--- config.mk ---
export PLATFORM = sky130hd
export DESIGN_NAME = light_ramp_dimmer_core
export DESIGN_NICKNAME = d
export VERILOG_FILES = /design/src/design/lrd_pkg.sv /design/src/design/light_ramp_dimmer_core.sv
export SDC_FILE = /design/constraint.sdc
export NUM_CORES = 1
export LEC_CHECK = 0
export ABC_AREA = 1
export CAP_MARGIN = 20
export CORE_UTILIZATION = 60
export CTS_CLUSTER_DIAMETER = 50
export DETAILED_ROUTE_END_ITERATION = 10
export DONT_BUFFER_PORTS = 1
export GPL_ROUTABILITY_DRIVEN = 0
export MAX_ROUTING_LAYER = met4
export PLACE_DENSITY_LB_ADDON = 0.08
export SLEW_MARGIN = 0
export SYNTH_ARGS = -nofsm -noshare
export SYNTH_HDL_FRONTEND = slang
export SYNTH_SLANG_ARGS = --single-unit
--- constraint.sdc ---
create_clock -name i_clk -period 4.7 [get_ports i_clk]
set_clock_uncertainty 0.1 [all_clocks]
set_input_delay 0.235 -clock i_clk [delete_from_list [all_inputs] [get_ports i_clk]]
set_output_delay 0.235 -clock i_clk [all_outputs]
set_load 0.005 [all_outputs]
--- src/design/lrd_pkg.sv ---
// types, constants and divider step functions of the light ramp dimmer
// no dependencies; imported by the core and its checker
package lrd_pkg;

    localparam int MIN_W            = 11;
    localparam int RAMP_W           = 6;
    localparam int LVL_W            = 8;
    localparam int PH_W             = 3;
    localparam int CFG_IDX_W        = 3;
    localparam int CFG_DATA_W       = 11;
    localparam int NUM_W            = RAMP_W + LVL_W;
    localparam int S_TDATA_W        = ((MIN_W + 7) / 8) * 8;
    localparam int M_TDATA_W        = ((LVL_W + 7) / 8) * 8;
    localparam int MAX_RAMP_MINUTES = 60;

    localparam logic [LVL_W-1:0] FULL_LEVEL = '1;

    // configuration register indexes
    localparam logic [CFG_IDX_W-1:0] REG_ON_MINUTE    = 3'd0;
    localparam logic [CFG_IDX_W-1:0] REG_OFF_MINUTE   = 3'd1;
    localparam logic [CFG_IDX_W-1:0] REG_RAMP_MINUTES = 3'd2;
    localparam logic [CFG_IDX_W-1:0] REG_AUTO_MODE    = 3'd3;
    localparam logic [CFG_IDX_W-1:0] REG_MANUAL_LEVEL = 3'd4;

    typedef enum logic [PH_W-1:0] {
        PH_MANUAL  = 3'd0,
        PH_OFF     = 3'd1,
        PH_RISING  = 3'd2,
        PH_FULL    = 3'd3,
        PH_FALLING = 3'd4
    } t_phase;

    // one pipeline slot: quo holds the dividend bits still to shift in (top)
    // and the quotient bits found so far (bottom)
    typedef struct packed {
        t_phase              phase;
        logic [RAMP_W-1:0]   e;
        logic [LVL_W-1:0]    lvl;
        logic [RAMP_W-1:0]   rem;
        logic [LVL_W-1:0]    quo;
    } t_stage;

    // one restoring step: returns {new remainder, quotient bit}
    function automatic logic [RAMP_W:0] div_step(input logic [RAMP_W-1:0] rem,
                                                 input logic              b,
                                                 input logic [RAMP_W-1:0] d);
        logic [RAMP_W:0] t;
        logic [RAMP_W:0] diff;
        t    = {rem, b};
        diff = t - {1'b0, d};
        if (t >= {1'b0, d}) begin
            return {diff[RAMP_W-1:0], 1'b1};
        end
        return {t[RAMP_W-1:0], 1'b0};
    endfunction

    // two restoring steps on a pipeline slot
    function automatic t_stage div_two(input t_stage s, input logic [RAMP_W-1:0] d);
        t_stage          o;
        logic [RAMP_W:0] r;
        o   = s;
        r   = div_step(o.rem, o.quo[LVL_W-1], d);
        o.rem = r[RAMP_W:1];
        o.quo = {o.quo[LVL_W-2:0], r[0]};
        r   = div_step(o.rem, o.quo[LVL_W-1], d);
        o.rem = r[RAMP_W:1];
        o.quo = {o.quo[LVL_W-2:0], r[0]};
        return o;
    endfunction

endpackage

--- src/design/light_ramp_dimmer_core.sv ---
// light ramp dimmer: minute of day in, drive level and phase code out
// depends on lrd_pkg for types, constants and the divider step functions
//
// usage
//   s_axis carries one minute of day per transfer (hour*60+minute)
//   m_axis returns one result per input: level on tdata, phase on tuser
//   the cfg channel writes one register per transfer; o_cfg_ready is always
//   high, writes are meant to happen only while no item is in flight
//   registers: 0 on minute, 1 off minute, 2 ramp minutes (low six bits 1..60,
//   other values ignored), 3 auto mode, 4 manual level; other indexes dropped
//
// timing
//   six register stages: classify, ramp numerator, three divider stages of
//   two quotient bits each, and the output register with the last two bits
//   throughput is one item per cycle while m_axis_tready is high, set by
//   the 2-bit-per-stage divider
//   each stage has its own valid bit and load enable, so bubbles close up and
//   input keeps flowing while a result waits, until all six stages are full
//
// reset
//   synchronous active-low reset clears all valid bits and loads the register
//   defaults: on 0, off 0, ramp 1, manual mode, manual level 0
module light_ramp_dimmer_core
    import lrd_pkg::*;
(
    input  logic                  i_clk,
    input  logic                  i_rst_n,
    // input stream
    input  logic                  s_axis_tvalid,
    output logic                  s_axis_tready,
    input  logic [S_TDATA_W-1:0]  s_axis_tdata,   // [10:0] now_minute, rest zero
    // output stream
    output logic                  m_axis_tvalid,
    input  logic                  m_axis_tready,
    output logic [M_TDATA_W-1:0]  m_axis_tdata,   // [7:0] level
    output logic [PH_W-1:0]       m_axis_tuser,   // [2:0] phase
    // configuration write channel
    input  logic                  i_cfg_valid,
    output logic                  o_cfg_ready,
    input  logic [CFG_IDX_W-1:0]  i_cfg_index,
    input  logic [CFG_DATA_W-1:0] i_cfg_data
);

    localparam int NSTG = 6;   // stages including the output register

    // configuration registers
    logic [MIN_W-1:0]  r_on_minute;
    logic [MIN_W-1:0]  r_off_minute;
    logic [RAMP_W-1:0] r_ramp_minutes;
    logic              r_auto_mode;
    logic [LVL_W-1:0]  r_manual_level;

    // pipeline
    logic [NSTG-1:0]   r_v;
    logic [NSTG-1:0]   w_en;
    t_stage            r_st [NSTG-1];
    t_stage            n_st [NSTG-1];
    logic [LVL_W-1:0]  r_out_level;
    t_phase            r_out_phase;
    logic [LVL_W-1:0]  n_out_level;
    t_phase            n_out_phase;

    // stage 0 classification
    logic [MIN_W-1:0]  w_now;
    logic [MIN_W:0]    w_on_p_ramp;
    logic [MIN_W:0]    w_now_p_ramp;
    logic [MIN_W:0]    w_fall_diff;
    logic [MIN_W-1:0]  w_rise_diff;
    logic              w_rising;
    logic              w_falling;
    logic              w_full;
    logic [NUM_W-1:0]  w_num;
    t_stage            w_last;

    assign o_cfg_ready = 1'b1;

    // ---------------- configuration ----------------
    always_ff @(posedge i_clk) begin
        if (!i_rst_n) begin
            r_on_minute    <= '0;
            r_off_minute   <= '0;
            r_ramp_minutes <= RAMP_W'(1);
            r_auto_mode    <= 1'b0;
            r_manual_level <= '0;
        end else if (i_cfg_valid) begin
            unique case (i_cfg_index)
                REG_ON_MINUTE:    r_on_minute    <= i_cfg_data[MIN_W-1:0];
                REG_OFF_MINUTE:   r_off_minute   <= i_cfg_data[MIN_W-1:0];
                REG_RAMP_MINUTES: begin
                    // out-of-range ramp lengths leave the register alone
                    if (i_cfg_data[RAMP_W-1:0] != '0 &&
                        i_cfg_data[RAMP_W-1:0] <= RAMP_W'(MAX_RAMP_MINUTES)) begin
                        r_ramp_minutes <= i_cfg_data[RAMP_W-1:0];
                    end
                end
                REG_AUTO_MODE:    r_auto_mode    <= i_cfg_data[0];
                REG_MANUAL_LEVEL: r_manual_level <= i_cfg_data[LVL_W-1:0];
                default: ;
            endcase
        end
    end

    // ---------------- flow control ----------------
    // a stage loads when it is empty or its content moves on
    always_comb begin
        w_en[NSTG-1] = !r_v[NSTG-1] || m_axis_tready;
        for (int k = NSTG - 2; k >= 0; k--) begin
            w_en[k] = !r_v[k] || w_en[k+1];
        end
    end

    assign s_axis_tready = w_en[0];

    always_ff @(posedge i_clk) begin
        if (!i_rst_n) begin
            r_v <= '0;
        end else begin
            if (w_en[0]) begin
                r_v[0] <= s_axis_tvalid;
            end
            for (int k = 1; k < NSTG; k++) begin
                if (w_en[k]) begin
                    r_v[k] <= r_v[k-1];
                end
            end
        end
    end

    // ---------------- stage 0: classify ----------------
    // all compares rewritten with the ramp added on the other side, so no
    // value goes negative; same result as the signed form with no midnight wrap
    assign w_now        = s_axis_tdata[MIN_W-1:0];
    assign w_on_p_ramp  = {1'b0, r_on_minute} + {{(MIN_W+1-RAMP_W){1'b0}}, r_ramp_minutes};
    assign w_now_p_ramp = {1'b0, w_now} + {{(MIN_W+1-RAMP_W){1'b0}}, r_ramp_minutes};
    assign w_fall_diff  = w_now_p_ramp - {1'b0, r_off_minute};
    assign w_rise_diff  = w_now - r_on_minute;

    assign w_rising  = (w_now > r_on_minute) && ({1'b0, w_now} <= w_on_p_ramp);
    assign w_falling = (w_now_p_ramp >= {1'b0, r_off_minute}) && (w_now < r_off_minute);
    assign w_full    = ({1'b0, w_now} > w_on_p_ramp) &&
                       (w_now_p_ramp < {1'b0, r_off_minute});

    always_comb begin
        n_st[0]     = '0;
        n_st[0].phase = PH_OFF;
        if (!r_auto_mode) begin
            n_st[0].phase = PH_MANUAL;
            n_st[0].lvl   = r_manual_level;
        end else if (w_rising) begin
            n_st[0].phase = PH_RISING;
            n_st[0].e     = w_rise_diff[RAMP_W-1:0];
        end else if (w_falling) begin
            n_st[0].phase = PH_FALLING;
            n_st[0].e     = w_fall_diff[RAMP_W-1:0];
        end else if (w_full) begin
            n_st[0].phase = PH_FULL;
            n_st[0].lvl   = FULL_LEVEL;
        end
    end

    // ---------------- stage 1: numerator e*255 ----------------
    // the quotient stays below 256, so the top bits already form a remainder
    // smaller than the divisor and only the low eight bits need steps
    assign w_num = {r_st[0].e, {LVL_W{1'b0}}} - {{LVL_W{1'b0}}, r_st[0].e};

    always_comb begin
        n_st[1]     = r_st[0];
        n_st[1].rem = w_num[NUM_W-1:LVL_W];
        n_st[1].quo = w_num[LVL_W-1:0];
    end

    // ---------------- stages 2..4: divider ----------------
    for (genvar k = 2; k < NSTG - 1; k++) begin : g_div
        always_comb begin
            n_st[k] = div_two(r_st[k-1], r_ramp_minutes);
        end
    end

    // ---------------- stage 5: last bits and level select ----------------
    assign w_last = div_two(r_st[NSTG-2], r_ramp_minutes);

    always_comb begin
        n_out_phase = w_last.phase;
        case (w_last.phase)
            PH_RISING:  n_out_level = w_last.quo;
            PH_FALLING: n_out_level = FULL_LEVEL - w_last.quo;
            default:    n_out_level = w_last.lvl;
        endcase
    end

    // payload registers, no reset
    always_ff @(posedge i_clk) begin
        if (w_en[0] && s_axis_tvalid) begin
            r_st[0] <= n_st[0];
        end
        for (int k = 1; k < NSTG - 1; k++) begin
            if (w_en[k] && r_v[k-1]) begin
                r_st[k] <= n_st[k];
            end
        end
        if (w_en[NSTG-1] && r_v[NSTG-2]) begin
            r_out_level <= n_out_level;
            r_out_phase <= n_out_phase;
        end
    end

    assign m_axis_tvalid = r_v[NSTG-1];
    assign m_axis_tdata  = M_TDATA_W'(r_out_level);
    assign m_axis_tuser  = r_out_phase;

endmodule

==> insert_results.sql, run 1 <==
INSERT INTO impl_metrics (metric_group, metric, value, unit) VALUES
('sta', 'transition_time_at_the_pin_with_the_least_slew_margin', '0.961', 'ns'),
('routing', 'first_pass_iters', '5', ''),
('run_status', 'outcome', 'finished clean', ''),
('setup_path', 'worstRegToRegCells', '21', ''),
('floorplanning', 'chipWidth', '131', 'um'),
('synthesis', 'synth.cell_area', '10000', 'um^2'),
('clocking', 'postCtsHoldBufs', '18', ''),
('synthesis', 'synthesis.instances', '1041', ''),
('synthesis', 'synth_flop_cell', 'edfxtp_1', ''),
('floorplanning', 'floorplan.die_area', '17200', 'um^2'),
('routing', 'met3_length', '630', 'um'),
('clocking', 'ctsHtreeMaxLevel', '4', ''),
('floorplanning', 'design.portCount', '49', ''),
('global_routing', 'grt_pass1_wl', '32000', 'um'),
('synthesis', 'synth-compound-area-share', '11.8', '%'),
('synthesis', 'synth_xor_xnor_area_share', '4.55', '%'),
('layout', 'layout-area-overhead-vs-synth', '10.7', '%'),
('min_path', 'worst_hold_path.endpoint', 'r_ramp_minutes[4]$_SDFFE_PN0P_', ''),
('clocking', 'cts_root_buf', 'clkbuf_16', ''),
('global_routing', 'first_global_vias', '6776', ''),
('synthesis', 'synth.area.top_cells', 'edfxtp_1 38%, ha_1 13%, dfxtp_1 8.6%, nand2_1 7.1%, inv_1 4.5%', ''),
('synthesis', 'synth.most_common_cell', 'nand2_1', ''),
('synthesis', 'synth-seq-cells', '171', ''),
('sta', 'timing.final.hold_violations', '0', ''),
('pwr', 'cellLeakagePower', '4.53', 'nW'),
('synthesis', 'synth_mux_area_share', '0', '%'),
('layout', 'final_net_count', '1223', ''),
('placement', 'post_place_instance_area', '10300', 'um^2'),
('synthesis', 'number_of_flops_mapped_to_enable_cells_by_yosys', '128', ''),
('synthesis', 'post_synthesis_cell_type_count', '45', ''),
('routing', 'remaining_drc_errors', '0', ''),
('sta', 'timing.final.crit_period', '3.83', 'ns'),
('sta', 'clock.fmax', '261', 'MHz'),
('min_path', 'worst_hold_path_type', 'in -> reg', ''),
('synthesis', 'yosysWarningCount', '0', ''),
('placement', 'pre_cts_slack', '0.900', 'ns'),
('global_routing', 'globalRouteTotalUtil', '24.4', '%'),
('sta', 'timing.max_slew.rel_slack', '35.9', '%'),
('clocking', 'clock_latency', '0.44', 'ns'),
('sta', 'timing.final.crit_share', '81.4', '%'),
('synthesis', 'main_combinational_cell_family_by_area_after_synthesis', 'simple AND/OR/NAND/NOR gates', ''),
('placement', 'place.detailed.hpwl', '14500', 'um'),
('routing', 'top_layer', 'met4', ''),
('clocking', 'resized_gates_after_cts', '0', ''),
('clocking', 'cts_tree', 'built', ''),
('synthesis', 'synth_simple_gate_area_share', '15.9', '%'),
('layout', 'layout_cells_excl_fill', '1302', ''),
('sta', 'post-route-worst-setup-slack', '0.873', 'ns'),
('layout', 'layout-drive-gt1-share', '9.12', '%'),
('clocking', 'postCtsSetupRepairBufs', '0', ''),
('setup_path', 'endpoint_of_the_lowest_slack_register_to_register_path', 'r_st[0][106]$_DFFE_PP_', ''),
('synthesis', 'top_cell_type_s_share_of_synthesized_area', '38.4', '%'),
('routing', 'wl_met1', '8620', 'um'),
('routing', 'routed-via-count', '7011', ''),
('global_routing', 'grt_overflow', '0', ''),
('setup_path', 'critPathRequiredTime', '4.78', 'ns'),
('sta', 'total_neg_setup_slack', '0', 'ns'),
('floorplanning', 'floorplan.die.height', '131', 'um'),
('layout', 'fin_area', '11100', 'um^2'),
('layout', 'fillerInstances', '1268', ''),
('sta', 'finalSetupViolations', '0', ''),
('setup_path', 'worst_setup_path_end_kind', 'flop', ''),
('routing', 'route.detailed.wl_per_inst', '14.8', 'um'),
('placement', 'placed_cells_incl_taps', '1251', ''),
('synthesis', 'avgSynthCellArea', '9.62', 'um^2'),
('setup_path', 'path_class', 'reg -> reg', ''),
('placement', 'numPortBuffers', '0', ''),
('synthesis', 'synth.cells.most_frequent', '190 x nand2_1, 128 x edfxtp_1, 121 x inv_1', ''),
('global_routing', 'pin_count_of_the_biggest_net_entering_global_routing', '39', ''),
('synthesis', 'netlist.top_cell.by_area', 'edfxtp_1', ''),
('min_path', 'worst_hold_path.num_cells', '3', '');
cell usage in the layout (no fill, tap or decap), drive strengths merged:
cell	count
nand3	55
a211oi	1
a21o	3
edfxtp	128
a21boi	1
or2	4
fa	11
a31o	2
dfxtp	43
and3	1
xor2	23
buf	9
o21a	4
clkbuf	18
inv	134
dlygate4sd3	18
o31ai	2
xnor2	29
nor3b	1
nor3	7
nand3b	2
o21bai	2
a21oi	105
o21ai	74
clkinv	6
nor2	71
nand4	17
a31oi	1
conb	1
nand2	200
o211ai	9
ha	104
registers in the layout (all words and copies together) (netlist names):
name,flops
r_on_minute,11
m_axis_tuser,3
r_ramp_minutes,6
r_off_minute,11
r_manual_level,8
r_auto_mode,1
m_axis_tdata,8
r_v,6
r_st,117
per-stage QoR:
step | hold WS [ns] | power (W) | util, %
2_1_floorplan | 0.300 | 0.00233 | -
3_3_place_gp | 0.244 | 0.00243 | 63.7
3_5_place_dp | 0.250 | 0.00245 | 63.7
4_1_cts | 0.00200 | 0.00387 | 68.6
5_1_grt | 0.0338 | 0.00405 | 68.8
6_report | 0.00774 | 0.00385 | 68.8
how the worst max path moves through the flow:
stage | endpoint | slack (ns) | cells past startpoint | start
final | r_st[0][106]$_DFFE_PP_ | 0.87 | 21 | r_ramp_minutes[2]$_SDFFE_PN0P_
after floorplan | r_st[0][103]$_DFFE_PP_ | 1.11 | 23 | r_ramp_minutes[1]$_SDFFE_PN0P_
after detailed placement | r_st[0][106]$_DFFE_PP_ | 0.90 | 21 | r_ramp_minutes[2]$_SDFFE_PN0P_
after global placement | r_st[0][135]$_DFFE_PP_ | 0.97 | 21 | r_ramp_minutes[2]$_SDFFE_PN0P_
after CTS | r_st[0][106]$_DFFE_PP_ | 0.87 | 21 | r_ramp_minutes[2]$_SDFFE_PN0P_
after global routing | r_st[0][106]$_DFFE_PP_ | 0.44 | 21 | r_ramp_minutes[2]$_SDFFE_PN0P_
critical path, stage by stage (launching register included):
cell and delay, ns:
dfxtp_1 0.42, inv_1 0.28, ha_1 0.46, a21oi_1 0.15
nand2_1 0.10, nand3_2 0.08, nand2_2 0.06, nand2_2 0.09
nand2_4 0.11, nand2_1 0.08, nand2_1 0.08, ha_1 0.34
a21oi_1 0.14, o21ai_1 0.10, nand2_1 0.09, nand2_1 0.07
a21oi_2 0.15, inv_1 0.07, a21oi_2 0.15, nand2_2 0.22
nor2_1 0.19, a21oi_2 0.04
metal layers:
metal  track usage [%]  vias to the layer above
met5                 -                        -
met4              9.74                        0
met3              4.05                       31
met2              41.7                      123
met1              28.7                     3211
li1                  -                     3646
power by group:
part	leakage [nW]	total (W)	internal, W	switching (W)
sequential	1.54	0.00171	0.00169	0.0000233
clock	0.303	0.00142	0.000751	0.000665
combinational	2.69	0.000724	0.000294	0.000431
total	4.53	0.00385	0.00273	0.00112
area by class of cell:
| class | count | area [um^2] | share of cell area [%] |
|---|---|---|---|
| well taps | 216 | 270 | 2.44 |
| clock buffers | 18 | 450 | 4.06 |
| multi-input cells | 730 | 4750 | 42.9 |
| inverters | 126 | 473 | 4.27 |
| clock inverters | 14 | 165 | 1.49 |
| flip-flops and latches | 171 | 4700 | 42.4 |
| repair buffers | 27 | 268 | 2.42 |
cell families after synthesis:
group,count (synthesis)
other,1
AOI/OAI and AO/OA,204
DFF,171
buffers and inverters,140
and+or+nand+nor,358
xor gates and xnor gates,52
adders and majority gates,115
No activity file was read; power rests on OpenSTA's default activity.
==> run 2, diff against run 1 <==
clock period = 3.7 ns   (was 4.7 ns; I/O delays follow)
==> insert_results.sql, run 2 (synthesized netlist as in run 1, its figures left out) <==
INSERT INTO impl_metrics (metric_group, metric, value, unit) VALUES
('global_routing', 'grt_pass1_wl', '33100', 'um'),
('flow_run', 'timing.max_cap.violations', '0', ''),
('routing', 'first_pass_iters', '4', ''),
('routing', 'routed-via-count', '7127', ''),
('setup_path', 'path_class', 'reg -> reg', ''),
('clocking', 'cts_inserted_buffers', '17', ''),
('setup_path', 'worst_setup_path_end_kind', 'flop', ''),
('setup_path', 'regToRegStartpoint', 'r_ramp_minutes[2]$_SDFFE_PN0P_', ''),
('layout', 'fin_area', '11400', 'um^2'),
('clocking', 'cts_root_buf', 'clkbuf_16', ''),
('setup_path', 'critical_path_peak_fanout', '10', ''),
('layout', 'antenna_fix_cells', '0', ''),
('floorplanning', 'floorplan.die.height', '131', 'um'),
('sta', 'finalSetupViolations', '0', ''),
('placement', 'post_place_instance_area', '10400', 'um^2'),
('sta', 'clock.fmax', '284', 'MHz'),
('pwr', 'cellLeakagePower', '4.64', 'nW'),
('layout', 'most-common-layout-cells', '190 x nand2_1, 128 x edfxtp_1, 118 x inv_1', ''),
('clocking', 'ctsHtreeMaxLevel', '4', ''),
('pwr', 'power_per_unit_of_standard_cell_area', '439', 'nW/um^2'),
('placement', 'numPortBuffers', '0', ''),
('clocking', 'cts_num_sinks', '171', ''),
('run_status', 'outcome', 'finished clean', ''),
('clocking', 'cts_tree', 'built', ''),
('routing', 'route.detailed.wl_per_inst', '15.2', 'um'),
('global_routing', 'grt_overflow', '0', ''),
('sta', 'timing.final.crit_period', '3.53', 'ns'),
('routing', 'remaining_drc_errors', '0', ''),
('clocking', 'cts.reportedPaths.clkPinSlew', '0.07', 'ns'),
('setup_path', 'worst_setup_path_startpoint', 'r_ramp_minutes[2]$_SDFFE_PN0P_', ''),
('layout', 'largest_register_ffs', '117', ''),
('floorplanning', 'start_util', '62.1', '%'),
('sta', 'transition_time_at_the_pin_with_the_least_slew_margin', '0.975', 'ns'),
('placement', 'place.detailed.hpwl', '14800', 'um'),
('floorplanning', 'floorplan.die_area', '17200', 'um^2'),
('pwr', 'post-layout-total-power', '0.00500', 'W'),
('sta', 'timing.max_slew.rel_slack', '34.9', '%'),
('layout', 'layout-area-overhead-vs-synth', '13.7', '%'),
('setup_path', 'crit_path_start_kind', 'flop', ''),
('clocking', 'ctsLongestPathBuffers', '2', ''),
('pwr', 'vdd_ir_drop_max', '386', 'uV'),
('sta', 'rsz0062_at_grt', 'true', ''),
('setup_path', 'worstPathArrival', '3.71', 'ns'),
('layout', 'most_common_cell_after_layout_fill_and_taps_aside', 'nand2_1', ''),
('floorplanning', 'design.portCount', '49', ''),
('global_routing', 'pin_count_of_the_biggest_net_entering_global_routing', '39', ''),
('routing', 'antenna_left', '0', ''),
('layout', 'layout-drive-gt1-share', '11.7', '%'),
('global_routing', 'antenna_violations_before_repair', '0', ''),
('clocking', 'clock_latency', '0.42', 'ns'),
('floorplanning', 'placement_rows', '46', ''),
('sta', 'timing.final.hold_violations', '0', ''),
('sta', 'drv_slew', '0', ''),
('routing', 'detail_route.vias_per_cell', '5.39', ''),
('min_path', 'worst_hold_path_type', 'in -> reg', ''),
('floorplanning', 'core', '16100', 'um^2'),
('routing', 'dr.first_iter.drc_count', '349', ''),
('global_routing', 'first_global_vias', '7011', ''),
('sta', 'timing.final.crit_share', '95.3', '%'),
('layout', 'largest_register', 'r_st', ''),
('routing', 'routed_wirelength', '20100', 'um'),
('setup_path', 'critPathRequiredTime', '3.88', 'ns'),
('min_path', 'hold_path_startpoint', 'i_cfg_index[0]', ''),
('floorplanning', 'chipWidth', '131', 'um'),
('layout', 'largest_registers', 'r_st x117, r_off_minute x11, r_on_minute x11', ''),
('layout', 'final_net_count', '1243', ''),
('global_routing', 'globalRouteTotalUtil', '25.1', '%');
[run 2: per-layer routing]
| metal | vias to the layer above | track usage (%) | share of wire (%) |
|---|---|---|---|
| li1 | 3694 | - | - |
| met1 | 3289 | 29.8 | 45 |
| met2 | 118 | 43.3 | 50 |
| met3 | 26 | 4.28 | 3.0 |
| met4 | 0 | 7.84 | 1.8 |
| met5 | - | - | 0 |
[run 2: area by class of cell]
type,count,area (um^2)
Multi-Input combinational cell,730,4870
Fill cell,1251,4730
Sequential cell,171,4710
Inverter,126,480
Timing Repair Buffer,47,428
Clock buffer,17,425
Tap cell,216,270
Clock inverter,15,208
[run 2: worst paths after layout]
kind / endpoint / slack [ns] / cells past startpoint
setup / recovery: r_st[0][101]$_DFFE_PP_ / 0.17 / 21
hold / removal: r_ramp_minutes[4]$_SDFFE_PN0P_ / 0.04 / 4
setup reg to reg: r_st[0][101]$_DFFE_PP_ / 0.17 / 21
hold reg to reg: r_st[0][90]$_DFFE_PP_ / 0.31 / 0
[run 2: what timing repair did]
| item | in CTS | in global routing |
|---|---|---|
| endpoints found under the hold margin | 43 | 0 |
| setup buffers | 0 | 4 |
| gates resized for setup | 0 | 22 |
| endpoints found under the setup margin | 0 | 39 |
| hold buffers | 22 | 0 |
[run 2: power by group]
part	internal (W)	switching (W)	leakage (nW)	total, W
Combinational	0.000402	0.000566	2.80	0.000968
Sequential	0.00215	0.0000323	1.54	0.00218
Clock	0.00104	0.000814	0.304	0.00185
[run 2: stage by stage]
stage	TNS [ns]	setup WS [ns]	cells	hold slack (ns)	util [%]
final	0	0.174	1322	0.0432	70.7
after global routing	-0.393	-0.0614	1322	0.0913	70.7
after CTS	0	0.103	1317	0.0158	69.5
after detailed placement	0	0.128	1263	0.205	64.2
after global placement	0	0.157	1263	0.213	64.2
after floorplan	0	0.111	1041	0.250	-
[run 2: critical path: stages (launching register included)]
cell and delay [ns]:
dfxtp_1 0.39, inv_2 0.14, ha_1 0.39, a21oi_1 0.15, nand2_1 0.12, nand3_2 0.09, nand2_2 0.07, nand2_2 0.09
nand2_4 0.09, nand2_1 0.07, nand2_1 0.07, ha_1 0.34, a21oi_1 0.15, o21ai_1 0.09, nand2_1 0.08, nand2_1 0.06
a21oi_2 0.15, inv_1 0.07, a21oi_2 0.19, nand2_4 0.14, buf_4 0.19, a21oi_2 0.12
